===== src/sv/dhtc_pkg.sv =====
// ----------------------------------------------------------------------------
// dhtc_pkg
// Types, constants and helper functions of the decimal/hex text converter.
// ----------------------------------------------------------------------------
`timescale 1ns / 1ps
`default_nettype none

package dhtc_pkg;

    // Default sizes.
    localparam int VALUE_BITS_DEF = 64;
    localparam int MAX_CHARS_DEF  = 32;

    // ASCII codes.
    localparam logic [7:0] CH_ZERO  = 8'h30;
    localparam logic [7:0] CH_NINE  = 8'h39;
    localparam logic [7:0] CH_X     = 8'h78;
    localparam logic [7:0] CH_LA    = 8'h61;
    localparam logic [7:0] CH_LF    = 8'h66;
    localparam logic [7:0] CH_UA    = 8'h41;
    localparam logic [7:0] CH_UF    = 8'h46;

    // Per-token flags handed from front to back.
    typedef struct packed {
        logic hex;
        logic err;
    } t_tok_flags;

    // Queue status seen by the front and back.
    typedef struct packed {
        logic full;
        logic empty;
    } t_q_stat;

    // Back-end sequencer states.
    typedef enum logic [2:0] {
        B_IDLE,
        B_PRE0,
        B_PREX,
        B_CONV,
        B_SKIP,
        B_EMIT
    } t_bstate;

    // Digit value of a character; bit 4 flags an invalid digit (value zero).
    function automatic logic [4:0] digit_val(input logic [7:0] c, input logic hex);
        logic [4:0] res;
        res = {1'b1, 4'd0};
        if (c >= CH_ZERO && c <= CH_NINE) begin
            res = {1'b0, 4'(c - CH_ZERO)};
        end else if (hex && c >= CH_LA && c <= CH_LF) begin
            res = {1'b0, 4'(c - CH_LA + 8'd10)};
        end else if (hex && c >= CH_UA && c <= CH_UF) begin
            res = {1'b0, 4'(c - CH_UA + 8'd10)};
        end
        return res;
    endfunction

    // ASCII character of one digit, uppercase above nine.
    function automatic logic [7:0] nib_char(input logic [3:0] n);
        logic [7:0] res;
        if (n < 4'd10) begin
            res = CH_ZERO + {4'd0, n};
        end else begin
            res = CH_UA + {4'd0, n} - 8'd10;
        end
        return res;
    endfunction

endpackage

`default_nettype wire


===== src/sv/dhtc_front.sv =====
// ----------------------------------------------------------------------------
// dhtc_front
// Accepts token characters, detects the base and accumulates the value.
// ----------------------------------------------------------------------------
`timescale 1ns / 1ps
`default_nettype none

module dhtc_front #(
    parameter int VALUE_BITS = dhtc_pkg::VALUE_BITS_DEF,
    parameter int MAX_CHARS  = dhtc_pkg::MAX_CHARS_DEF
) (
    input  wire logic                    i_clk,
    input  wire logic                    i_rst_n,
    input  wire logic                    i_valid,
    input  wire logic [7:0]              i_char,
    input  wire logic                    i_last,
    input  wire dhtc_pkg::t_q_stat       i_q_stat,
    output logic                         o_ready,
    output logic                         o_push,
    output logic [VALUE_BITS-1:0]        o_value,
    output dhtc_pkg::t_tok_flags         o_flags
);

    localparam int PW = $clog2(MAX_CHARS + 1);

    logic [VALUE_BITS-1:0] r_value, n_value;
    logic [PW-1:0]         r_pos, n_pos;
    logic                  r_hex, n_hex;
    logic                  r_err, n_err;
    logic [4:0]            dv;
    logic                  accept;

    assign o_ready = !i_q_stat.full;
    assign accept  = i_valid && o_ready;
    assign dv      = dhtc_pkg::digit_val(i_char, r_hex);

    // Value update for one character; the prefix 'x' restarts in hex mode.
    always_comb begin
        n_value = r_value;
        n_pos   = r_pos;
        n_hex   = r_hex;
        n_err   = r_err;
        if (r_pos < PW'(MAX_CHARS)) begin
            if (r_pos == PW'(1) && i_char == dhtc_pkg::CH_X) begin
                n_hex   = 1'b1;
                n_value = '0;
                n_err   = 1'b0;
            end else begin
                if (dv[4]) begin
                    n_err = 1'b1;
                end
                if (r_hex) begin
                    n_value = {r_value[VALUE_BITS-5:0], dv[3:0]};
                end else begin
                    n_value = (r_value << 3) + (r_value << 1)
                            + VALUE_BITS'(dv[3:0]);
                end
            end
            n_pos = r_pos + PW'(1);
        end
    end

    // The finished token goes to the queue with the updated state.
    assign o_push        = accept && i_last;
    assign o_value       = n_value;
    assign o_flags.hex   = n_hex;
    assign o_flags.err   = n_err;

    // Token state; cleared after the last character.
    always_ff @(posedge i_clk) begin
        if (!i_rst_n) begin
            r_value <= '0;
            r_pos   <= '0;
            r_hex   <= 1'b0;
            r_err   <= 1'b0;
        end else if (accept) begin
            if (i_last) begin
                r_value <= '0;
                r_pos   <= '0;
                r_hex   <= 1'b0;
                r_err   <= 1'b0;
            end else begin
                r_value <= n_value;
                r_pos   <= n_pos;
                r_hex   <= n_hex;
                r_err   <= n_err;
            end
        end
    end

endmodule

`default_nettype wire


===== src/sv/dhtc_fifo.sv =====
// ----------------------------------------------------------------------------
// dhtc_fifo
// Two-entry token queue between the front and the back.
// ----------------------------------------------------------------------------
`timescale 1ns / 1ps
`default_nettype none

module dhtc_fifo #(
    parameter int WIDTH = dhtc_pkg::VALUE_BITS_DEF + 2
) (
    input  wire logic             i_clk,
    input  wire logic             i_rst_n,
    input  wire logic             i_push,
    input  wire logic [WIDTH-1:0] i_data,
    input  wire logic             i_pop,
    output logic [WIDTH-1:0]      o_data,
    output dhtc_pkg::t_q_stat     o_stat
);

    logic [WIDTH-1:0] r_mem [2];
    logic             r_wr_ptr;
    logic             r_rd_ptr;
    logic [1:0]       r_count;

    assign o_data       = r_mem[r_rd_ptr];
    assign o_stat.full  = (r_count == 2'd2);
    assign o_stat.empty = (r_count == 2'd0);

    // Entry storage.
    always_ff @(posedge i_clk) begin
        if (i_push) begin
            r_mem[r_wr_ptr] <= i_data;
        end
    end

    // Pointers and fill count.
    always_ff @(posedge i_clk) begin
        if (!i_rst_n) begin
            r_wr_ptr <= 1'b0;
            r_rd_ptr <= 1'b0;
            r_count  <= 2'd0;
        end else begin
            if (i_push) begin
                r_wr_ptr <= !r_wr_ptr;
            end
            if (i_pop) begin
                r_rd_ptr <= !r_rd_ptr;
            end
            if (i_push && !i_pop) begin
                r_count <= r_count + 2'd1;
            end else if (i_pop && !i_push) begin
                r_count <= r_count - 2'd1;
            end
        end
    end

endmodule

`default_nettype wire


===== src/sv/dhtc_back.sv =====
// ----------------------------------------------------------------------------
// dhtc_back
// Converts a queued token to the other base and sends its characters.
// ----------------------------------------------------------------------------
`timescale 1ns / 1ps
`default_nettype none

module dhtc_back #(
    parameter int VALUE_BITS = dhtc_pkg::VALUE_BITS_DEF
) (
    input  wire logic                  i_clk,
    input  wire logic                  i_rst_n,
    input  wire dhtc_pkg::t_q_stat     i_q_stat,
    input  wire logic [VALUE_BITS-1:0] i_value,
    input  wire dhtc_pkg::t_tok_flags  i_flags,
    output logic                       o_pop,
    output logic                       o_valid,
    input  wire logic                  i_ready,
    output logic [7:0]                 o_char,
    output logic                       o_last,
    output logic                       o_bad
);

    localparam int NIBS = (VALUE_BITS + 3) / 4;
    localparam int DIGS = (VALUE_BITS * 30103) / 100000 + 1;
    localparam int DW   = DIGS * 4;
    localparam int SH   = DW - NIBS * 4;
    localparam int CCW  = $clog2(VALUE_BITS + 1);
    localparam int DCW  = $clog2(DIGS + 1);

    dhtc_pkg::t_bstate     r_state, n_state;
    logic [DW-1:0]         r_dig, n_dig;
    logic [VALUE_BITS-1:0] r_bin, n_bin;
    logic [CCW-1:0]        r_ccnt, n_ccnt;
    logic [DCW-1:0]        r_cnt, n_cnt;
    logic                  r_err, n_err;
    logic [DW-1:0]         dd;
    logic [3:0]            top_nib;
    logic                  slot_free;
    logic                  emit;
    logic [7:0]            emit_char;
    logic                  emit_last;

    logic                  r_ovalid;
    logic [7:0]            r_ochar;
    logic                  r_olast;
    logic                  r_obad;

    assign top_nib   = r_dig[DW-1 -: 4];
    assign slot_free = !r_ovalid || i_ready;

    // Double-dabble correction: every BCD digit of five or more gets three.
    always_comb begin
        dd = r_dig;
        for (int k = 0; k < DIGS; k++) begin
            if (dd[k*4 +: 4] >= 4'd5) begin
                dd[k*4 +: 4] = dd[k*4 +: 4] + 4'd3;
            end
        end
    end

    // Next state of the sequencer.
    always_comb begin
        n_state = r_state;
        unique case (r_state)
            dhtc_pkg::B_IDLE: begin
                if (!i_q_stat.empty) begin
                    n_state = i_flags.hex ? dhtc_pkg::B_CONV : dhtc_pkg::B_PRE0;
                end
            end
            dhtc_pkg::B_PRE0: begin
                if (slot_free) begin
                    n_state = dhtc_pkg::B_PREX;
                end
            end
            dhtc_pkg::B_PREX: begin
                if (slot_free) begin
                    n_state = dhtc_pkg::B_SKIP;
                end
            end
            dhtc_pkg::B_CONV: begin
                if (r_ccnt == CCW'(1)) begin
                    n_state = dhtc_pkg::B_SKIP;
                end
            end
            dhtc_pkg::B_SKIP: begin
                if (!(r_cnt > DCW'(1) && top_nib == 4'd0)) begin
                    n_state = dhtc_pkg::B_EMIT;
                end
            end
            dhtc_pkg::B_EMIT: begin
                if (slot_free && r_cnt == DCW'(1)) begin
                    n_state = dhtc_pkg::B_IDLE;
                end
            end
            default: n_state = dhtc_pkg::B_IDLE;
        endcase
    end

    // Sequencer outputs and datapath updates.
    always_comb begin
        o_pop     = 1'b0;
        emit      = 1'b0;
        emit_char = dhtc_pkg::CH_ZERO;
        emit_last = 1'b0;
        n_dig     = r_dig;
        n_bin     = r_bin;
        n_ccnt    = r_ccnt;
        n_cnt     = r_cnt;
        n_err     = r_err;
        unique case (r_state)
            dhtc_pkg::B_IDLE: begin
                if (!i_q_stat.empty) begin
                    o_pop = 1'b1;
                    n_err = i_flags.err;
                    if (i_flags.hex) begin
                        n_bin  = i_value;
                        n_dig  = '0;
                        n_ccnt = CCW'(VALUE_BITS);
                        n_cnt  = DCW'(DIGS);
                    end else begin
                        n_dig = DW'(i_value) << SH;
                        n_cnt = DCW'(NIBS);
                    end
                end
            end
            dhtc_pkg::B_PRE0: begin
                emit      = slot_free;
                emit_char = dhtc_pkg::CH_ZERO;
            end
            dhtc_pkg::B_PREX: begin
                emit      = slot_free;
                emit_char = dhtc_pkg::CH_X;
            end
            dhtc_pkg::B_CONV: begin
                n_dig  = {dd[DW-2:0], r_bin[VALUE_BITS-1]};
                n_bin  = {r_bin[VALUE_BITS-2:0], 1'b0};
                n_ccnt = r_ccnt - CCW'(1);
            end
            dhtc_pkg::B_SKIP: begin
                if (r_cnt > DCW'(1) && top_nib == 4'd0) begin
                    n_dig = r_dig << 4;
                    n_cnt = r_cnt - DCW'(1);
                end
            end
            dhtc_pkg::B_EMIT: begin
                emit      = slot_free;
                emit_char = dhtc_pkg::nib_char(top_nib);
                emit_last = (r_cnt == DCW'(1));
                if (slot_free) begin
                    n_dig = r_dig << 4;
                    n_cnt = r_cnt - DCW'(1);
                end
            end
            default: begin
                emit = 1'b0;
            end
        endcase
    end

    // Sequencer and datapath registers.
    always_ff @(posedge i_clk) begin
        if (!i_rst_n) begin
            r_state <= dhtc_pkg::B_IDLE;
        end else begin
            r_state <= n_state;
        end
        r_dig  <= n_dig;
        r_bin  <= n_bin;
        r_ccnt <= n_ccnt;
        r_cnt  <= n_cnt;
        r_err  <= n_err;
    end

    // Output register; it holds a character until the sink takes it.
    always_ff @(posedge i_clk) begin
        if (!i_rst_n) begin
            r_ovalid <= 1'b0;
        end else if (emit) begin
            r_ovalid <= 1'b1;
        end else if (i_ready) begin
            r_ovalid <= 1'b0;
        end
        if (emit) begin
            r_ochar <= emit_char;
            r_olast <= emit_last;
            r_obad  <= r_err;
        end
    end

    assign o_valid = r_ovalid;
    assign o_char  = r_ochar;
    assign o_last  = r_olast;
    assign o_bad   = r_obad;

endmodule

`default_nettype wire


===== src/sv/dec_hex_text_converter.sv =====
// Path: the last input character of a token pushes it into the queue; the back pops it and
// registers its first output character, after the double-dabble loop for hex input.
// Flow: the front takes one character per cycle while the queue is not full; the back
// handles one token at a time, with a leading-zero skip and, for hex input, a one-bit-per-cycle
// double-dabble loop, and pops the next token only after its last character is sent.
// Reset: synchronous, active low; clears the token state, queue and output valid.
// ----------------------------------------------------------------------------
// dec_hex_text_converter
// Streams ASCII number tokens in and sends them back in the other base.
// ----------------------------------------------------------------------------
`timescale 1ns / 1ps
`default_nettype none

module dec_hex_text_converter #(
    parameter int VALUE_BITS = dhtc_pkg::VALUE_BITS_DEF,
    parameter int MAX_CHARS  = dhtc_pkg::MAX_CHARS_DEF
) (
    input  wire logic       i_clk,
    input  wire logic       i_rst_n,
    input  wire logic       i_s_tvalid,
    output logic            o_s_tready,
    input  wire logic [7:0] i_s_tdata,   // [7:0] in_char
    input  wire logic       i_s_tlast,   // in_last
    output logic            o_m_tvalid,
    input  wire logic       i_m_tready,
    output logic [7:0]      o_m_tdata,   // [7:0] out_char
    output logic            o_m_tlast,   // out_last
    output logic            o_m_tuser    // [0] bad_digit
);

    localparam int QW = VALUE_BITS + 2;

    dhtc_pkg::t_q_stat     q_stat;
    dhtc_pkg::t_tok_flags  f_flags;
    dhtc_pkg::t_tok_flags  b_flags;
    logic                  push;
    logic                  pop;
    logic [VALUE_BITS-1:0] f_value;
    logic [VALUE_BITS-1:0] b_value;
    logic [QW-1:0]         q_out;

    // Character intake and accumulation.
    dhtc_front #(
        .VALUE_BITS (VALUE_BITS),
        .MAX_CHARS  (MAX_CHARS)
    ) u_front (
        .i_clk    (i_clk),
        .i_rst_n  (i_rst_n),
        .i_valid  (i_s_tvalid),
        .i_char   (i_s_tdata),
        .i_last   (i_s_tlast),
        .i_q_stat (q_stat),
        .o_ready  (o_s_tready),
        .o_push   (push),
        .o_value  (f_value),
        .o_flags  (f_flags)
    );

    // Token queue.
    dhtc_fifo #(
        .WIDTH (QW)
    ) u_fifo (
        .i_clk   (i_clk),
        .i_rst_n (i_rst_n),
        .i_push  (push),
        .i_data  ({f_flags, f_value}),
        .i_pop   (pop),
        .o_data  (q_out),
        .o_stat  (q_stat)
    );

    assign b_value = q_out[VALUE_BITS-1:0];
    assign b_flags = q_out[QW-1:VALUE_BITS];

    // Conversion and character output.
    dhtc_back #(
        .VALUE_BITS (VALUE_BITS)
    ) u_back (
        .i_clk    (i_clk),
        .i_rst_n  (i_rst_n),
        .i_q_stat (q_stat),
        .i_value  (b_value),
        .i_flags  (b_flags),
        .o_pop    (pop),
        .o_valid  (o_m_tvalid),
        .i_ready  (i_m_tready),
        .o_char   (o_m_tdata),
        .o_last   (o_m_tlast),
        .o_bad    (o_m_tuser)
    );

endmodule

`default_nettype wire


===== config.mk =====
export PLATFORM = sky130hd
export DESIGN_NAME = dec_hex_text_converter
export DESIGN_NICKNAME = d
export VERILOG_FILES = /design/src/sv/dhtc_pkg.sv /design/src/sv/dhtc_front.sv /design/src/sv/dhtc_fifo.sv /design/src/sv/dhtc_back.sv /design/src/sv/dec_hex_text_converter.sv
export SDC_FILE = /design/constraint.sdc
export NUM_CORES = 1
export LEC_CHECK = 0
export BUFFER_PORTS_ARGS = -buffer_cell sky130_fd_sc_hd__buf_2
export CAP_MARGIN = 0
export CORE_MARGIN = 2
export CORE_UTILIZATION = 35
export CTS_CLUSTER_SIZE = 14
export DETAILED_ROUTE_END_ITERATION = 8
export GPL_TIMING_DRIVEN = 0
export PLACE_DENSITY = 0.6
export RECOVER_POWER = 50
export SYNTH_ARGS = -nofsm -noshare
export SYNTH_HDL_FRONTEND = slang
export SYNTH_HIERARCHICAL = 1
export SYNTH_SLANG_ARGS = --single-unit

===== constraint.sdc =====
create_clock -name i_clk -period 14.5 [get_ports i_clk]
set_clock_uncertainty 0.1 [all_clocks]
set_input_delay 2.175 -clock i_clk [delete_from_list [all_inputs] [get_ports i_clk]]
set_output_delay 2.175 -clock i_clk [all_outputs]
set_load 0.02 [all_outputs]

==> metrics.md <==
| Metric | Value |
|---|---|
| HPWL after DPL | 50300 um |
| Main combinational cell family by area after synthesis | compound AO/OA/AOI/OAI gates |
| Post-Route WL | 66100 um |
| Critical path capture point type | flip-flop |
| Top cells by area, synth | edfxtp_1 (39%), ha_1 (9.3%), dfxtp_1 (7.0%) |
| Post-synthesis simple-gate area fraction | 0.143 |
| First-pass GRT wire length | 104000 um |
| Multi-input logic area | 0.0117 mm2 |
| RSZ-0062 raised after global routing | false |
| Post-synth top cells | nand2_1 (388), edfxtp_1 (298), o21ai_0 (204), ha_1 (173), a21oi_1 (165) |
| Number of synthesized flops with an enable pin | 298 |
| Synth Area per Inst | 9.81 um2 |
| CTS tree | done |
| PwrDens | 151 mW/mm2 |
| DR pass1 iterations | 7 |
| Die width | 262 um |
| Warnings from Yosys | 6 |
| Non-filler cells, final | 3340 |
| Total grt overflow | 0 |
| Layout cell share with drive strength beyond 1 | 0.0832 |
| Fin. max-slew vios | 52 |
| Root Driver | clkbuf_16 |
| Final Hold Fails | 0 |
| Gate Count Post-Synth | 2366 |
| Required time of the critical path | 14.63 ns |
| Num CTS Buffers | 42 |
| Min-Delay Path Class | flip-flop to flip-flop |
| Fin Hold WS | 0.345 ns |
| Maximum clock path buffer count | 3 |
| Cts hold-fix bufs | 0 |
| Synth Area in Compound Gates | 0.192 |
| GPL Wtd Cong | 0.922 |
| Lkg Pwr | 9.80 nW |
| I/O Buffers | 23 |
| Initial antenna violation count | 0 |
| Std cell rows | 94 |
| Gr usage total | 0.191 |
| Ys async rst share | 0 |
| DR iter-0 viols | 1434 |
| Peak supply drop | 0.0873 mV |
| Core Region | 0.0657 mm2 |
| Maximum clock rate | 138 MHz |
| Vias in the first global route | 18.4k |
| DIE AREA | 0.0684 mm2 |
| Routed vias | 18.8k |
| H-tree Lvls | 2 |
| Crit Path Max Fanout | 5 |
| Distinct cells, synth | 82 |
| Synth area leader | edfxtp_1 |
| Worst path arrival time | 7.40 ns |
| TNS Setup | 0 ns |
| Largest net degree at the start of global routing | 67 |
| Synth Register Bits | 379 |
| Post-synthesis mux area share | 0.0460 |
| Synth Area in Adders | 0.0950 |
| IO Pins | 25 |
| Least-Margin Pin Slew | 1.97 ns |
| Setup CP Type | primary input to flip-flop |
| Clk_lat worst skew | 0.55 ns |
| Chip height | 262 um |
| Post-Syn Nets | 2554 |
| Post-CTS setup buffer count | 0 |
| Ys flop type | edfxtp_1 |
| Post-route ant nets | 0 |
| Count leader, synth | nand2_1 |
| Area taken by flip-flops and latches | 0.0106 mm2 |
| Setup crit start kind | primary input |
| Placed Instances | 3262 |
| Post-synthesis xor/xnor area fraction | 0.0290 |
| Final setup fails | 0 |
| Failing checks | max-capacitance violations, max-slew violations |
| Clock sinks | 379 |
| Post-DR vias/cell | 5.61 |
| Register area share after synthesis | 0.455 |
| Post_cts resized | 0 |
| Slew HR | -0.321 |
| Tmin final | 7.27 ns |
| Fin nets | 2630 |
| Initial Util | 0.353 |
| Netlist Area Pre-Place | 0.0232 mm2 |
| Max cap viols | 3 |
| Area Growth Syn to Fin | 10.9% |
| DRC Markers | 0 |
| Outcome | finished, violations left |
| Area fraction of the dominant cell type after synthesis | 0.385 |
| Register clock-pin slew on the reported worst setup and hold paths | 0.06 ns |
| Fill cell count | 6330 |
| DR WL/cell | 19.8 um |
| Final Cycle Share | 0.501 |
-- metrics by stage --
step	worst slack [ns]	utilization	area (um2)	total power, W
floorplan	6.84	-	23200	0.00254
global placement	3.31	0.371	24400	0.00285
detailed placement	6.70	0.375	24600	0.00291
CTS	7.27	0.395	26000	0.00397
global route	6.84	0.392	25700	0.00411
finish	7.23	0.392	25700	0.00389
-- worst paths after layout --
path	startpoint	cells past startpoint	slack [ns]	end
setup reg to reg	flip-flop	7	8.45	u_back/r_bin[2]$_DFFE_PP_
hold reg to reg	u_back/r_err$_DFFE_PP_	0	0.35	u_back/o_bad$_DFFE_PP_
setup / recovery	i_s_tdata[3]	21	7.23	u_fifo/r_mem[1][48]$_DFFE_PP_
hold / removal	u_back/r_err$_DFFE_PP_	0	0.35	u_back/o_bad$_DFFE_PP_
-- registers in the layout (all words and copies together) (netlist names), 2 cells and up, named ones only --
register and cells:
u_front/r_pos 6, u_fifo/r_count 2, u_back/r_state 3, u_front/r_value 64, u_fifo/r_mem 132, u_back/r_cnt 5
u_back/o_char 7, u_back/r_bin 64, u_back/r_ccnt 7, u_back/r_dig 80
-- worst max-delay path, stage by stage --
cell	delay (ns)
buf_2	0.12
nor4b_1	0.33
nand2_1	0.12
a311oi_1	0.54
nor2b_1	0.20
o21ai_0	0.07
o21ai_0	0.16
ha_1	0.18
ha_1	0.19
inv_1	0.06
fa_1	0.38
and2b_1	0.25
o31a_2	0.16
o2111ai_2	0.19
a2111o_1	0.51
a2111oi_4	0.47
o211ai_1	0.20
a2111oi_2	0.48
o211ai_1	0.12
o311ai_0	0.20
o21ai_0	0.28
-- cell type report --
class / instances / area share
Inverter: 89 / 0.0130
Tap cell: 864 / 0.0420
Sequential cell: 379 / 0.410
Multi-Input combinational cell: 1775 / 0.455
Clock inverter: 26 / 0.00952
Buffer: 123 / 0.0200
Timing Repair Buffer: 32 / 0.00675
Antenna cell: 1 / 0.0000972
Clock buffer: 51 / 0.0430
-- report_power, final --
| part | internal, W | switching [W] | leakage, nW |
|---|---|---|---|
| logic | 0.000438 | 0.000703 | 5.72 |
| clock network | 0.000616 | 0.000435 | 0.662 |
| registers | 0.00152 | 0.000178 | 3.42 |
-- metal layers --
layer  global-route usage  up-vias  part of all wire
met3               0.0231      156             0.060
met2                0.305      701              0.45
li1                     -     8862                 -
met1                0.265     9031              0.45
met4               0.0758        0             0.035
met5                    0        -                 0
-- cells by family (layout without fill, tap and decap cells) --
kind of cell	after synthesis	in the layout
AND/OR/NAND/NOR	739	739
AO/OA/AOI/OAI	687	687
flip-flops	379	379
buffers and inverters	212	321
adder cells (fa/ha/maj)	175	175
multiplexers	96	96
XOR/XNOR	77	77
other	1	2
-- cell usage in the layout, fill, tap and decap left out, types with 6 or more instances in the layout --
master     count
a21o_1        34
a21oi_1      165
inv_1         87
xnor2_1       52
nand4_1       27
nand2_1      388
mux2i_1       11
mux2_2        83
ha_1         173
nor3b_1       21
clkinv_1       9
a32oi_1        6
nor3_1        26
and3_1         7
o22ai_1       10
or3_1         12
clkbuf_16     43
o21ai_0      209
nor2_1       136
a221o_1       21
nand2b_1      39
or2_2         11
a22o_1        35
o31ai_1       12
xor2_1        25
and2_1         9
a22oi_1       79
buf_2         20
edfxtp_1     298
o21a_1         8
o211ai_1      10
a211oi_1       7
nor4_1         8
o21bai_1      15
nand3_1       22
dfxtp_1       81
clkinv_2      10
nor2b_1       13
clkbuf_1     131
a31oi_1       13
Note: power is estimated with default switching activity, not from simulation.
